`src/design/jiq_pkg.sv`:
```
`timescale 1ns / 1ps
// ----------------------------------------------------------------------------
// jiq_pkg
// Shared constants and types for the joystick input qualifier.
// ----------------------------------------------------------------------------
package jiq_pkg;

    localparam int NUM_AXES    = 4;
    localparam int NUM_BUTTONS = 16;
    localparam int NUM_HATS    = 4;

    localparam int NUM_SLOTS = NUM_AXES + NUM_BUTTONS + NUM_HATS;
    localparam int SLOT_W    = (NUM_SLOTS > 1) ? $clog2(NUM_SLOTS) : 1;
    localparam int AXIS_IW   = (NUM_AXES > 1) ? $clog2(NUM_AXES) : 1;
    localparam int BTN_IW    = (NUM_BUTTONS > 1) ? $clog2(NUM_BUTTONS) : 1;
    localparam int HAT_IW    = (NUM_HATS > 1) ? $clog2(NUM_HATS) : 1;

    localparam int CFG_W     = 64;
    localparam int CFG_IDX_W = 3;

    localparam logic [1:0] OP_AXIS   = 2'd0;
    localparam logic [1:0] OP_BUTTON = 2'd1;
    localparam logic [1:0] OP_HAT    = 2'd2;

    localparam logic [CFG_IDX_W-1:0] CFG_DEADZONES     = 3'd0;
    localparam logic [CFG_IDX_W-1:0] CFG_SENSITIVITIES = 3'd1;
    localparam logic [CFG_IDX_W-1:0] CFG_MINIMUMS      = 3'd2;
    localparam logic [CFG_IDX_W-1:0] CFG_MAXIMUMS      = 3'd3;
    localparam logic [CFG_IDX_W-1:0] CFG_REPEAT_EN     = 3'd4;
    localparam logic [CFG_IDX_W-1:0] CFG_REPEAT_DELAY  = 3'd5;

    localparam logic [15:0] REPEAT_DELAY_RST = 16'd500;

    typedef enum logic [2:0] {
        S_IDLE,
        S_PREP,
        S_CENTER,
        S_LOAD,
        S_DIV,
        S_SAT,
        S_DECIDE
    } state_t;

endpackage

```
`src/design/joystick_input_qualifier.sv`:
```
`timescale 1ns / 1ps
// ----------------------------------------------------------------------------
// joystick_input_qualifier
// Qualifies axis, button and hat samples: axis calibration and scaling,
// deadzone, sensitivity threshold and auto-repeat.
// ----------------------------------------------------------------------------
//  channel | ports                                       | handshake
//  --------+---------------------------------------------+--------------
//  sample  | s_opcode s_channel s_sample_value s_time_now | s_valid/s_ready
//  event   | m_event_kind m_event_channel m_event_value   | m_valid/m_ready
//  config  | cfg_wr_en cfg_index cfg_wr_data              | write only
//
//  Axis beat: the next accept waits until the radix-2 restoring divider
//  is through (16 iterations, one quotient bit per cycle); a quotient that
//  saturates skips the divider, and max <= min skips centring and divider.
//  Button and hat beats skip both; a bad channel or opcode is dropped after prep.
//  Reset is synchronous; state tables clear at once, no sweep.
//  A result waits in the output register; the next beat is accepted meanwhile
//  and only its final decide cycle stalls while that register is full.
// ----------------------------------------------------------------------------
module joystick_input_qualifier
    import jiq_pkg::*;
(
    input  logic                 aclk,
    input  logic                 aresetn,

    input  logic                 s_valid,
    output logic                 s_ready,
    input  logic [1:0]           s_opcode,
    input  logic [3:0]           s_channel,
    input  logic signed [15:0]   s_sample_value,
    input  logic [15:0]          s_time_now,

    output logic                 m_valid,
    input  logic                 m_ready,
    output logic [1:0]           m_event_kind,
    output logic [3:0]           m_event_channel,
    output logic signed [15:0]   m_event_value,

    input  logic                 cfg_wr_en,
    input  logic [CFG_IDX_W-1:0] cfg_index,
    input  logic [CFG_W-1:0]     cfg_wr_data
);

    state_t state_reg, state_next;

    logic [CFG_W-1:0] dz_reg,   dz_next;
    logic [CFG_W-1:0] sens_reg, sens_next;
    logic [CFG_W-1:0] min_reg,  min_next;
    logic [CFG_W-1:0] max_reg,  max_next;
    logic             rep_en_reg, rep_en_next;
    logic [15:0]      rep_delay_reg, rep_delay_next;

    logic [15:0] last_axis_reg   [NUM_AXES];
    logic [15:0] last_axis_next  [NUM_AXES];
    logic        last_btn_reg    [NUM_BUTTONS];
    logic        last_btn_next   [NUM_BUTTONS];
    logic [3:0]  last_hat_reg    [NUM_HATS];
    logic [3:0]  last_hat_next   [NUM_HATS];
    logic [15:0] stamp_reg       [NUM_SLOTS];
    logic [15:0] stamp_next      [NUM_SLOTS];

    logic [1:0]        op_reg,    op_next;
    logic [3:0]        ch_reg,    ch_next;
    logic [15:0]       raw_reg,   raw_next;
    logic [15:0]       now_reg,   now_next;
    logic [SLOT_W-1:0] slot_reg,  slot_next;
    logic [15:0]       mid_reg,   mid_next;
    logic [15:0]       den_reg,   den_next;
    logic [15:0]       cmag_reg,  cmag_next;
    logic              neg_reg,   neg_next;
    logic              over_reg,  over_next;
    logic [15:0]       rem_reg,   rem_next;
    logic [15:0]       quo_reg,   quo_next;
    logic [3:0]        cnt_reg,   cnt_next;
    logic [15:0]       value_reg, value_next;

    logic        m_valid_reg, m_valid_next;
    logic [1:0]  m_kind_reg,  m_kind_next;
    logic [3:0]  m_chan_reg,  m_chan_next;
    logic [15:0] m_value_reg, m_value_next;

    // lane select and calibration
    logic [5:0]  lane;
    logic [15:0] mx, mn, dz, sens;
    logic [16:0] sum17, sum_adj, diff17, c17, c_abs;
    logic        axis_ok;
    logic [31:0] prod;
    logic        prod_over;

    // divider step
    logic [16:0] trial, trial_sub;
    logic        trial_ge;
    logic [15:0] sat_value;

    // decision
    logic [16:0] v17, mag17, d17, delta17;
    logic [15:0] prev_axis, stamp_rd, elapsed;
    logic        held, changed, nonzero, in_dz;
    logic        ch_ok;
    logic        out_free, fire;
    logic        report, stamp_wr, store_wr;

    assign lane  = {ch_reg[1:0], 4'b0000};
    assign mx    = max_reg[lane +: 16];
    assign mn    = min_reg[lane +: 16];
    assign dz    = dz_reg[lane +: 16];
    assign sens  = sens_reg[lane +: 16];

    assign sum17   = {mx[15], mx} + {mn[15], mn};
    assign sum_adj = sum17 + {16'd0, sum17[16]};
    assign diff17  = {mx[15], mx} - {mn[15], mn};
    assign axis_ok = !diff17[16] && (diff17 != 17'd0);

    assign c17   = {raw_reg[15], raw_reg} - {mid_reg[15], mid_reg};
    assign c_abs = c17[16] ? (17'd0 - c17) : c17;

    assign prod      = {cmag_reg, 16'h0000} - {16'h0000, cmag_reg};
    assign prod_over = prod[31:16] >= den_reg;

    assign trial     = {rem_reg, quo_reg[15]};
    assign trial_ge  = trial >= {1'b0, den_reg};
    assign trial_sub = trial - {1'b0, den_reg};

    always_comb begin
        if (neg_reg) begin
            sat_value = (over_reg || (quo_reg > 16'd32768)) ? 16'h8000 : (16'd0 - quo_reg);
        end else begin
            sat_value = (over_reg || quo_reg[15]) ? 16'h7fff : quo_reg;
        end
    end

    assign v17       = {value_reg[15], value_reg};
    assign mag17     = v17[16] ? (17'd0 - v17) : v17;
    assign prev_axis = last_axis_reg[ch_reg[AXIS_IW-1:0]];
    assign d17       = {prev_axis[15], prev_axis} - v17;
    assign delta17   = d17[16] ? (17'd0 - d17) : d17;
    assign stamp_rd  = stamp_reg[slot_reg];
    assign elapsed   = now_reg - stamp_rd;
    assign held      = elapsed >= rep_delay_reg;
    assign nonzero   = value_reg != 16'd0;
    assign in_dz     = (op_reg == OP_AXIS) && (mag17 < {1'b0, dz});

    always_comb begin
        case (op_reg)
            OP_AXIS:   changed = prev_axis != value_reg;
            OP_BUTTON: changed = last_btn_reg[ch_reg[BTN_IW-1:0]] != value_reg[0];
            OP_HAT:    changed = last_hat_reg[ch_reg[HAT_IW-1:0]] != value_reg[3:0];
            default:   changed = 1'b0;
        endcase
    end

    always_comb begin
        case (op_reg)
            OP_AXIS:   ch_ok = 32'(ch_reg) < NUM_AXES;
            OP_BUTTON: ch_ok = 32'(ch_reg) < NUM_BUTTONS;
            OP_HAT:    ch_ok = 32'(ch_reg) < NUM_HATS;
            default:   ch_ok = 1'b0;
        endcase
    end

    always_comb begin
        report   = 1'b0;
        stamp_wr = 1'b0;
        store_wr = 1'b0;
        if (in_dz) begin
            report = 1'b1;
        end else if (changed) begin
            store_wr = 1'b1;
            stamp_wr = 1'b1;
            report   = (op_reg != OP_AXIS) || (delta17 >= {1'b0, sens});
        end else if (rep_en_reg && nonzero) begin
            report = held;
        end else begin
            stamp_wr = 1'b1;
        end
    end

    assign out_free = !m_valid_reg || m_ready;
    assign fire     = (state_reg == S_DECIDE) && out_free;
    assign s_ready  = state_reg == S_IDLE;

    always_comb begin
        state_next = state_reg;
        unique case (state_reg)
            S_IDLE: begin
                if (s_valid) begin
                    state_next = S_PREP;
                end
            end
            S_PREP: begin
                if (!ch_ok) begin
                    state_next = S_IDLE;
                end else if ((op_reg == OP_AXIS) && axis_ok) begin
                    state_next = S_CENTER;
                end else begin
                    state_next = S_DECIDE;
                end
            end
            S_CENTER: state_next = S_LOAD;
            S_LOAD: begin
                state_next = prod_over ? S_SAT : S_DIV;
            end
            S_DIV: begin
                if (cnt_reg == 4'd15) begin
                    state_next = S_SAT;
                end
            end
            S_SAT: state_next = S_DECIDE;
            S_DECIDE: begin
                if (out_free) begin
                    state_next = S_IDLE;
                end
            end
            default: state_next = S_IDLE;
        endcase
    end

    always_comb begin
        dz_next        = dz_reg;
        sens_next      = sens_reg;
        min_next       = min_reg;
        max_next       = max_reg;
        rep_en_next    = rep_en_reg;
        rep_delay_next = rep_delay_reg;
        last_axis_next = last_axis_reg;
        last_btn_next  = last_btn_reg;
        last_hat_next  = last_hat_reg;
        stamp_next     = stamp_reg;
        op_next        = op_reg;
        ch_next        = ch_reg;
        raw_next       = raw_reg;
        now_next       = now_reg;
        slot_next      = slot_reg;
        mid_next       = mid_reg;
        den_next       = den_reg;
        cmag_next      = cmag_reg;
        neg_next       = neg_reg;
        over_next      = over_reg;
        rem_next       = rem_reg;
        quo_next       = quo_reg;
        cnt_next       = cnt_reg;
        value_next     = value_reg;
        m_valid_next   = m_valid_reg && !m_ready;
        m_kind_next    = m_kind_reg;
        m_chan_next    = m_chan_reg;
        m_value_next   = m_value_reg;

        if (cfg_wr_en) begin
            unique case (cfg_index)
                CFG_DEADZONES:     dz_next        = cfg_wr_data;
                CFG_SENSITIVITIES: sens_next      = cfg_wr_data;
                CFG_MINIMUMS:      min_next       = cfg_wr_data;
                CFG_MAXIMUMS:      max_next       = cfg_wr_data;
                CFG_REPEAT_EN:     rep_en_next    = cfg_wr_data[0];
                CFG_REPEAT_DELAY:  rep_delay_next = cfg_wr_data[15:0];
                default: ;
            endcase
        end

        if (s_valid && s_ready) begin
            op_next  = s_opcode;
            ch_next  = s_channel;
            raw_next = s_sample_value;
            now_next = s_time_now;
        end

        case (state_reg)
            S_PREP: begin
                mid_next = sum_adj[16:1];
                den_next = diff17[15:0];
                case (op_reg)
                    OP_AXIS: begin
                        slot_next  = SLOT_W'(ch_reg);
                        value_next = 16'd0;
                    end
                    OP_BUTTON: begin
                        slot_next  = SLOT_W'(NUM_AXES) + SLOT_W'(ch_reg);
                        value_next = {15'd0, raw_reg != 16'd0};
                    end
                    default: begin
                        slot_next  = SLOT_W'(NUM_AXES + NUM_BUTTONS) + SLOT_W'(ch_reg);
                        value_next = {12'd0, raw_reg[3:0]};
                    end
                endcase
            end
            S_CENTER: begin
                cmag_next = c_abs[15:0];
                neg_next  = c17[16];
            end
            S_LOAD: begin
                over_next = prod_over;
                rem_next  = prod[31:16];
                quo_next  = prod[15:0];
                cnt_next  = 4'd0;
            end
            S_DIV: begin
                rem_next = trial_ge ? trial_sub[15:0] : trial[15:0];
                quo_next = {quo_reg[14:0], trial_ge};
                cnt_next = cnt_reg + 4'd1;
            end
            S_SAT: begin
                value_next = sat_value;
            end
            default: ;
        endcase

        if (fire) begin
            if (store_wr) begin
                case (op_reg)
                    OP_AXIS:   last_axis_next[ch_reg[AXIS_IW-1:0]] = value_reg;
                    OP_BUTTON: last_btn_next[ch_reg[BTN_IW-1:0]]   = value_reg[0];
                    default:   last_hat_next[ch_reg[HAT_IW-1:0]]   = value_reg[3:0];
                endcase
            end
            if (stamp_wr) begin
                stamp_next[slot_reg] = now_reg;
            end
            if (report) begin
                m_valid_next = 1'b1;
                m_kind_next  = op_reg;
                m_chan_next  = ch_reg;
                m_value_next = in_dz ? 16'd0 : value_reg;
            end
        end
    end

    always_ff @(posedge aclk) begin
        if (!aresetn) begin
            state_reg     <= S_IDLE;
            dz_reg        <= '0;
            sens_reg      <= '0;
            min_reg       <= '0;
            max_reg       <= '0;
            rep_en_reg    <= 1'b0;
            rep_delay_reg <= REPEAT_DELAY_RST;
            cnt_reg       <= '0;
            m_valid_reg   <= 1'b0;
            for (int i = 0; i < NUM_AXES; i++) begin
                last_axis_reg[i] <= '0;
            end
            for (int i = 0; i < NUM_BUTTONS; i++) begin
                last_btn_reg[i] <= 1'b0;
            end
            for (int i = 0; i < NUM_HATS; i++) begin
                last_hat_reg[i] <= '0;
            end
            for (int i = 0; i < NUM_SLOTS; i++) begin
                stamp_reg[i] <= '0;
            end
        end else begin
            state_reg     <= state_next;
            dz_reg        <= dz_next;
            sens_reg      <= sens_next;
            min_reg       <= min_next;
            max_reg       <= max_next;
            rep_en_reg    <= rep_en_next;
            rep_delay_reg <= rep_delay_next;
            cnt_reg       <= cnt_next;
            m_valid_reg   <= m_valid_next;
            last_axis_reg <= last_axis_next;
            last_btn_reg  <= last_btn_next;
            last_hat_reg  <= last_hat_next;
            stamp_reg     <= stamp_next;
        end
    end

    always_ff @(posedge aclk) begin
        op_reg      <= op_next;
        ch_reg      <= ch_next;
        raw_reg     <= raw_next;
        now_reg     <= now_next;
        slot_reg    <= slot_next;
        mid_reg     <= mid_next;
        den_reg     <= den_next;
        cmag_reg    <= cmag_next;
        neg_reg     <= neg_next;
        over_reg    <= over_next;
        rem_reg     <= rem_next;
        quo_reg     <= quo_next;
        value_reg   <= value_next;
        m_kind_reg  <= m_kind_next;
        m_chan_reg  <= m_chan_next;
        m_value_reg <= m_value_next;
    end

    assign m_valid         = m_valid_reg;
    assign m_event_kind    = m_kind_reg;
    assign m_event_channel = m_chan_reg;
    assign m_event_value   = m_value_reg;

    // accepted beat always starts the prep step
    a_accept_prep: assert property (@(posedge aclk) disable iff (!aresetn)
        (s_valid && s_ready) |=> (state_reg == S_PREP))
        else $error("accepted beat did not enter prep");

    // divider partial remainder stays below the divisor
    a_rem_bound: assert property (@(posedge aclk) disable iff (!aresetn)
        (state_reg == S_DIV) |-> (rem_reg < den_reg))
        else $error("divider remainder out of range");

    a_result_src: assert property (@(posedge aclk) disable iff (!aresetn)
        $rose(m_valid_reg) |-> $past(state_reg == S_DECIDE))
        else $error("result raised outside decide");

    a_level_range: assert property (@(posedge aclk) disable iff (!aresetn)
        m_valid_reg |-> ((m_kind_reg == OP_AXIS)
                      || ((m_kind_reg == OP_BUTTON) && (m_value_reg[15:1] == 15'd0))
                      || ((m_kind_reg == OP_HAT) && (m_value_reg[15:4] == 12'd0))))
        else $error("bad button or hat event");

endmodule

```
`config.mk`:
```
export PLATFORM = sky130hd
export DESIGN_NAME = joystick_input_qualifier
export DESIGN_NICKNAME = d
export VERILOG_FILES = /design/src/design/jiq_pkg.sv /design/src/design/joystick_input_qualifier.sv
export SDC_FILE = /design/constraint.sdc
export NUM_CORES = 2
export LEC_CHECK = 0
export ABC_AREA = 1
export BUFFER_PORTS_ARGS = -buffer_cell sky130_fd_sc_hd__buf_2
export CORE_UTILIZATION = 25
export CTS_CLUSTER_SIZE = 24
export DETAILED_ROUTE_END_ITERATION = 8
export HOLD_SLACK_MARGIN = 0.15
export PLACE_DENSITY = 0.45
export REMOVE_ABC_BUFFERS = 1
export SETUP_SLACK_MARGIN = 0.02
export SYNTH_ARGS = -nofsm -noshare
export SYNTH_HDL_FRONTEND = slang
export SYNTH_SLANG_ARGS = --single-unit
```
`constraint.sdc`:
```
create_clock -name aclk -period 5.21 [get_ports aclk]
set_clock_uncertainty 0.15 [all_clocks]
set_input_delay 1.042 -clock aclk [delete_from_list [all_inputs] [get_ports aclk]]
set_output_delay 1.042 -clock aclk [all_outputs]
set_load 0.01 [all_outputs]
```
==> impl_metrics.ini <==
[finish]
ff_latch_area_um2 = 20100
nFillCells = 20200
largest_register_ffs = 384
fin_nets = 6965
final-instance-count-excl-fill = 9268
area_delta_synth_final_pct = 22.8
drive_above_1_share_pct = 14.9
stdcell_area_um2 = 58100
multi_input_area_um2 = 24400

[critical_path]
slowest_delay_ns = 0.44
start_kind = register
required_ns = 5.52
r2r-end = m_event_channel[3]
critical_path_peak_fanout = 20
r2r_slack_ns = -0.24
crit_top_cell = nand2_2
cp.arrival_ns = 5.76
setup.worst_path.class = register to register
reg2reg_depth = 35
timing.rr.start = slot_reg[0]
critPathCaptureType = register
critPathSlowestCell = edfxtp_1

[grt]
grt_max_degree = 258
grt-ovfl-total = 0
gr-usage-all-layers_pct = 18.7
antenna_found_initial = 28
grt_first_pass_wirelength_um = 277000
grt_pass1_vias = 43500

[pwr]
pwr-share-seq_pct = 32.7
combPwrFrac_pct = 37.8
clkPwrFrac_pct = 29.5
power_uw = 26100
power_switching_share_pct = 39.3
p_int_uw = 15800
ir_drop_v = 0.000281
p_sw_uw = 10200
power.density_nw_per_um2 = 449
p_leak_uw = 0.0230

[sta]
post-route-period-util_pct = 105
fin_ws_ns = -0.241
setup_viol = 23
worstMarginPinSlew_ns = 1.19
rsz0062_at_grt = true
max_freq_ghz = 0.183
slew_headroom_pct = 20.7
hold_viol_final = 0
slew_violations = 0
final_period_minus_worst_setup_slack_ns = 5.45

[floorplanning]
chipHeight_um = 437
core_area_um2 = 188000
dieArea_um2 = 191000
num_rows = 159
start_util_pct = 25.2
ioPinCount = 134
dieWidth_um = 437

[clocking]
clk_latency_ns = 0.74
cts_buffers = 104
max-clock-path-buffers = 3
clockRootBuffer = clkbuf_16
path_clk_slew_ns = 0.06
cts_tree = built
clock_sink_count = 924
h-tree-depth = 3
ctsHoldBuffers = 0

[detailed_routing]
dr.pass1.iters = 9
drtIter0Drc = 3918
drc_errors = 0
via_count = 45600
ant_nets = 0
via_per_inst = 4.92
routed_wl_um = 184000
wire_per_inst_um = 19.9

[logic_synthesis]
synth-seq-cells = 924
yosysWarningCount = 0
syn_inst = 6383
ys_seq_area_share_pct = 42.5
post_synth.cell_area_avg_um2 = 7.41
synth-edff-count = 163
syn_area_um2 = 47300
yosys_most_used_dff = dfxtp_1
async_flop_share_pct = 0
ys_types = 51

[placement]
dp.cells = 9012
place_congestion = 0.881
place_area_um2 = 52900
io_buffers = 133
dp_hpwl_um = 129000

[min_path]
min_path_type = register to register
hold_path_depth = 2
min_from = max_reg[27]
hold_end = max_reg[27]

[job]
max-cap-violations = 0

[status]
status = complete, but fails checks
violations = negative setup slack
==> worst max path at each step <==
stage          slack, ns                  to         from
6_report           -0.24  m_event_channel[3]  slot_reg[0]
4_1_cts            -0.15  m_event_channel[3]  slot_reg[1]
5_1_grt            -0.53  m_event_channel[3]  slot_reg[2]
2_1_floorplan      -6.80  m_event_channel[0]  slot_reg[0]
3_5_place_dp       -0.79    m_event_value[3]  slot_reg[0]
3_3_place_gp       -0.82    m_event_value[3]  slot_reg[0]
==> routing by layer <==
layer	vias to the layer above	wire length, um	global-route usage [%]
met5	-	81	0
met4	14	6620	6.22
met3	315	8520	2.52
met1	21800	82300	24.6
met2	1271	87000	31.4
li1	22200	-	-
==> cells in the final DEF, fill, tap and decap left out, types with 10 or more instances in the layout <==
master,instances
nand2_1,1160
nand3_1,848
dfxtp_1,761
a21oi_1,681
nor2_1,618
inv_1,470
buf_4,423
o21ai_0,354
edfxtp_1,163
ha_1,158
buf_2,132
a22oi_1,115
clkbuf_16,107
xor2_1,86
nand2_2,44
a22o_1,42
nand4_1,41
a221oi_1,40
buf_12,33
nor3_1,29
a31oi_1,28
xnor2_1,27
clkinv_2,24
clkbuf_1,24
buf_6,22
a21o_1,19
clkbuf_8,19
a22oi_2,18
o211ai_1,17
inv_2,12
a41oi_1,12
nand3b_1,11
nor3_2,11
nor4_4,11
ha_4,10
==> Yosys cell counts (34+ instances only) <==
cell / count / area (um^2)
nor3_1: 43 / 215
clkbuf_1: 287 / 1080
a21oi_1: 689 / 3450
dfxtp_1: 761 / 15200
o21ai_0: 363 / 1820
nand3_1: 860 / 4300
a22oi_1: 133 / 998
edfxtp_1: 163 / 4890
a31oi_1: 34 / 213
inv_1: 476 / 1790
nor2_1: 629 / 2360
buf_4: 46 / 345
ha_1: 169 / 2110
nand4_1: 41 / 257
nand2_1: 1179 / 4430
xor2_1: 88 / 771
buf_1: 41 / 154
a22o_1: 49 / 429
buf_2: 49 / 245
a221oi_1: 47 / 412
==> power groups by stage <==
stage	clock (uW)	sequential, uW	combinational, uW
after floorplan	0	8770	4860
after global placement	0	8680	9150
after detailed placement	0	8680	9190
after CTS	7830	8530	9650
after global routing	8110	8570	10900
final	7680	8540	9860
==> layout make-up <==
class,instances,area share (%)
multi-input cells,4532,42.1
flip-flops and latches,924,34.6
repair buffers,624,8.68
well taps,2495,5.37
clock buffers,150,5.18
inverters,494,3.23
clock inverters,44,0.827
diodes,5,0.0215
==> through the flow <==
step	hold WS (ns)	setup TNS (ns)	setup slack, ns	utilization, %
finish	0.292	-4.20	-0.241	30.9
global placement	0.282	-21.51	-0.817	28.2
global route	0.282	-11.03	-0.530	30.9
floorplan	0.273	-2395.23	-6.80	-
detailed placement	0.287	-20.16	-0.789	28.2
CTS	0.268	-3.05	-0.155	30.7
==> critical path, delay by kind of cell, from the launching register on <==
kind	cells	cell delay (ns)
buffers and inverters	12	1.29
DFF	1	0.44
AOI/OAI and AO/OA	5	0.86
adders and majority gates	2	0.58
and+or+nand+nor	16	1.83
==> cell families after synthesis <==
kind of cell             count (synthesis)  share of synthesized area [%]
adder cells (fa/ha/maj)                175                           4.72
XOR/XNOR                               117                           2.17
buffers and inverters                  927                           8.01
AO/OA/AOI/OAI                         1408                           17.0
AND/OR/NAND/NOR                       2832                           25.6
flip-flops                             924                           42.5
==> what timing repair did <==
| action | in CTS | in global routing |
|---|---|---|
| setup endpoints to repair | 41 | 196 |
| buffers inserted | 34 | 22 |
| resized for setup | 163 | 72 |
| pin swaps | 55 | 33 |
| gates cloned | 5 | 1 |
No activity file was read; power rests on OpenSTA's default activity.
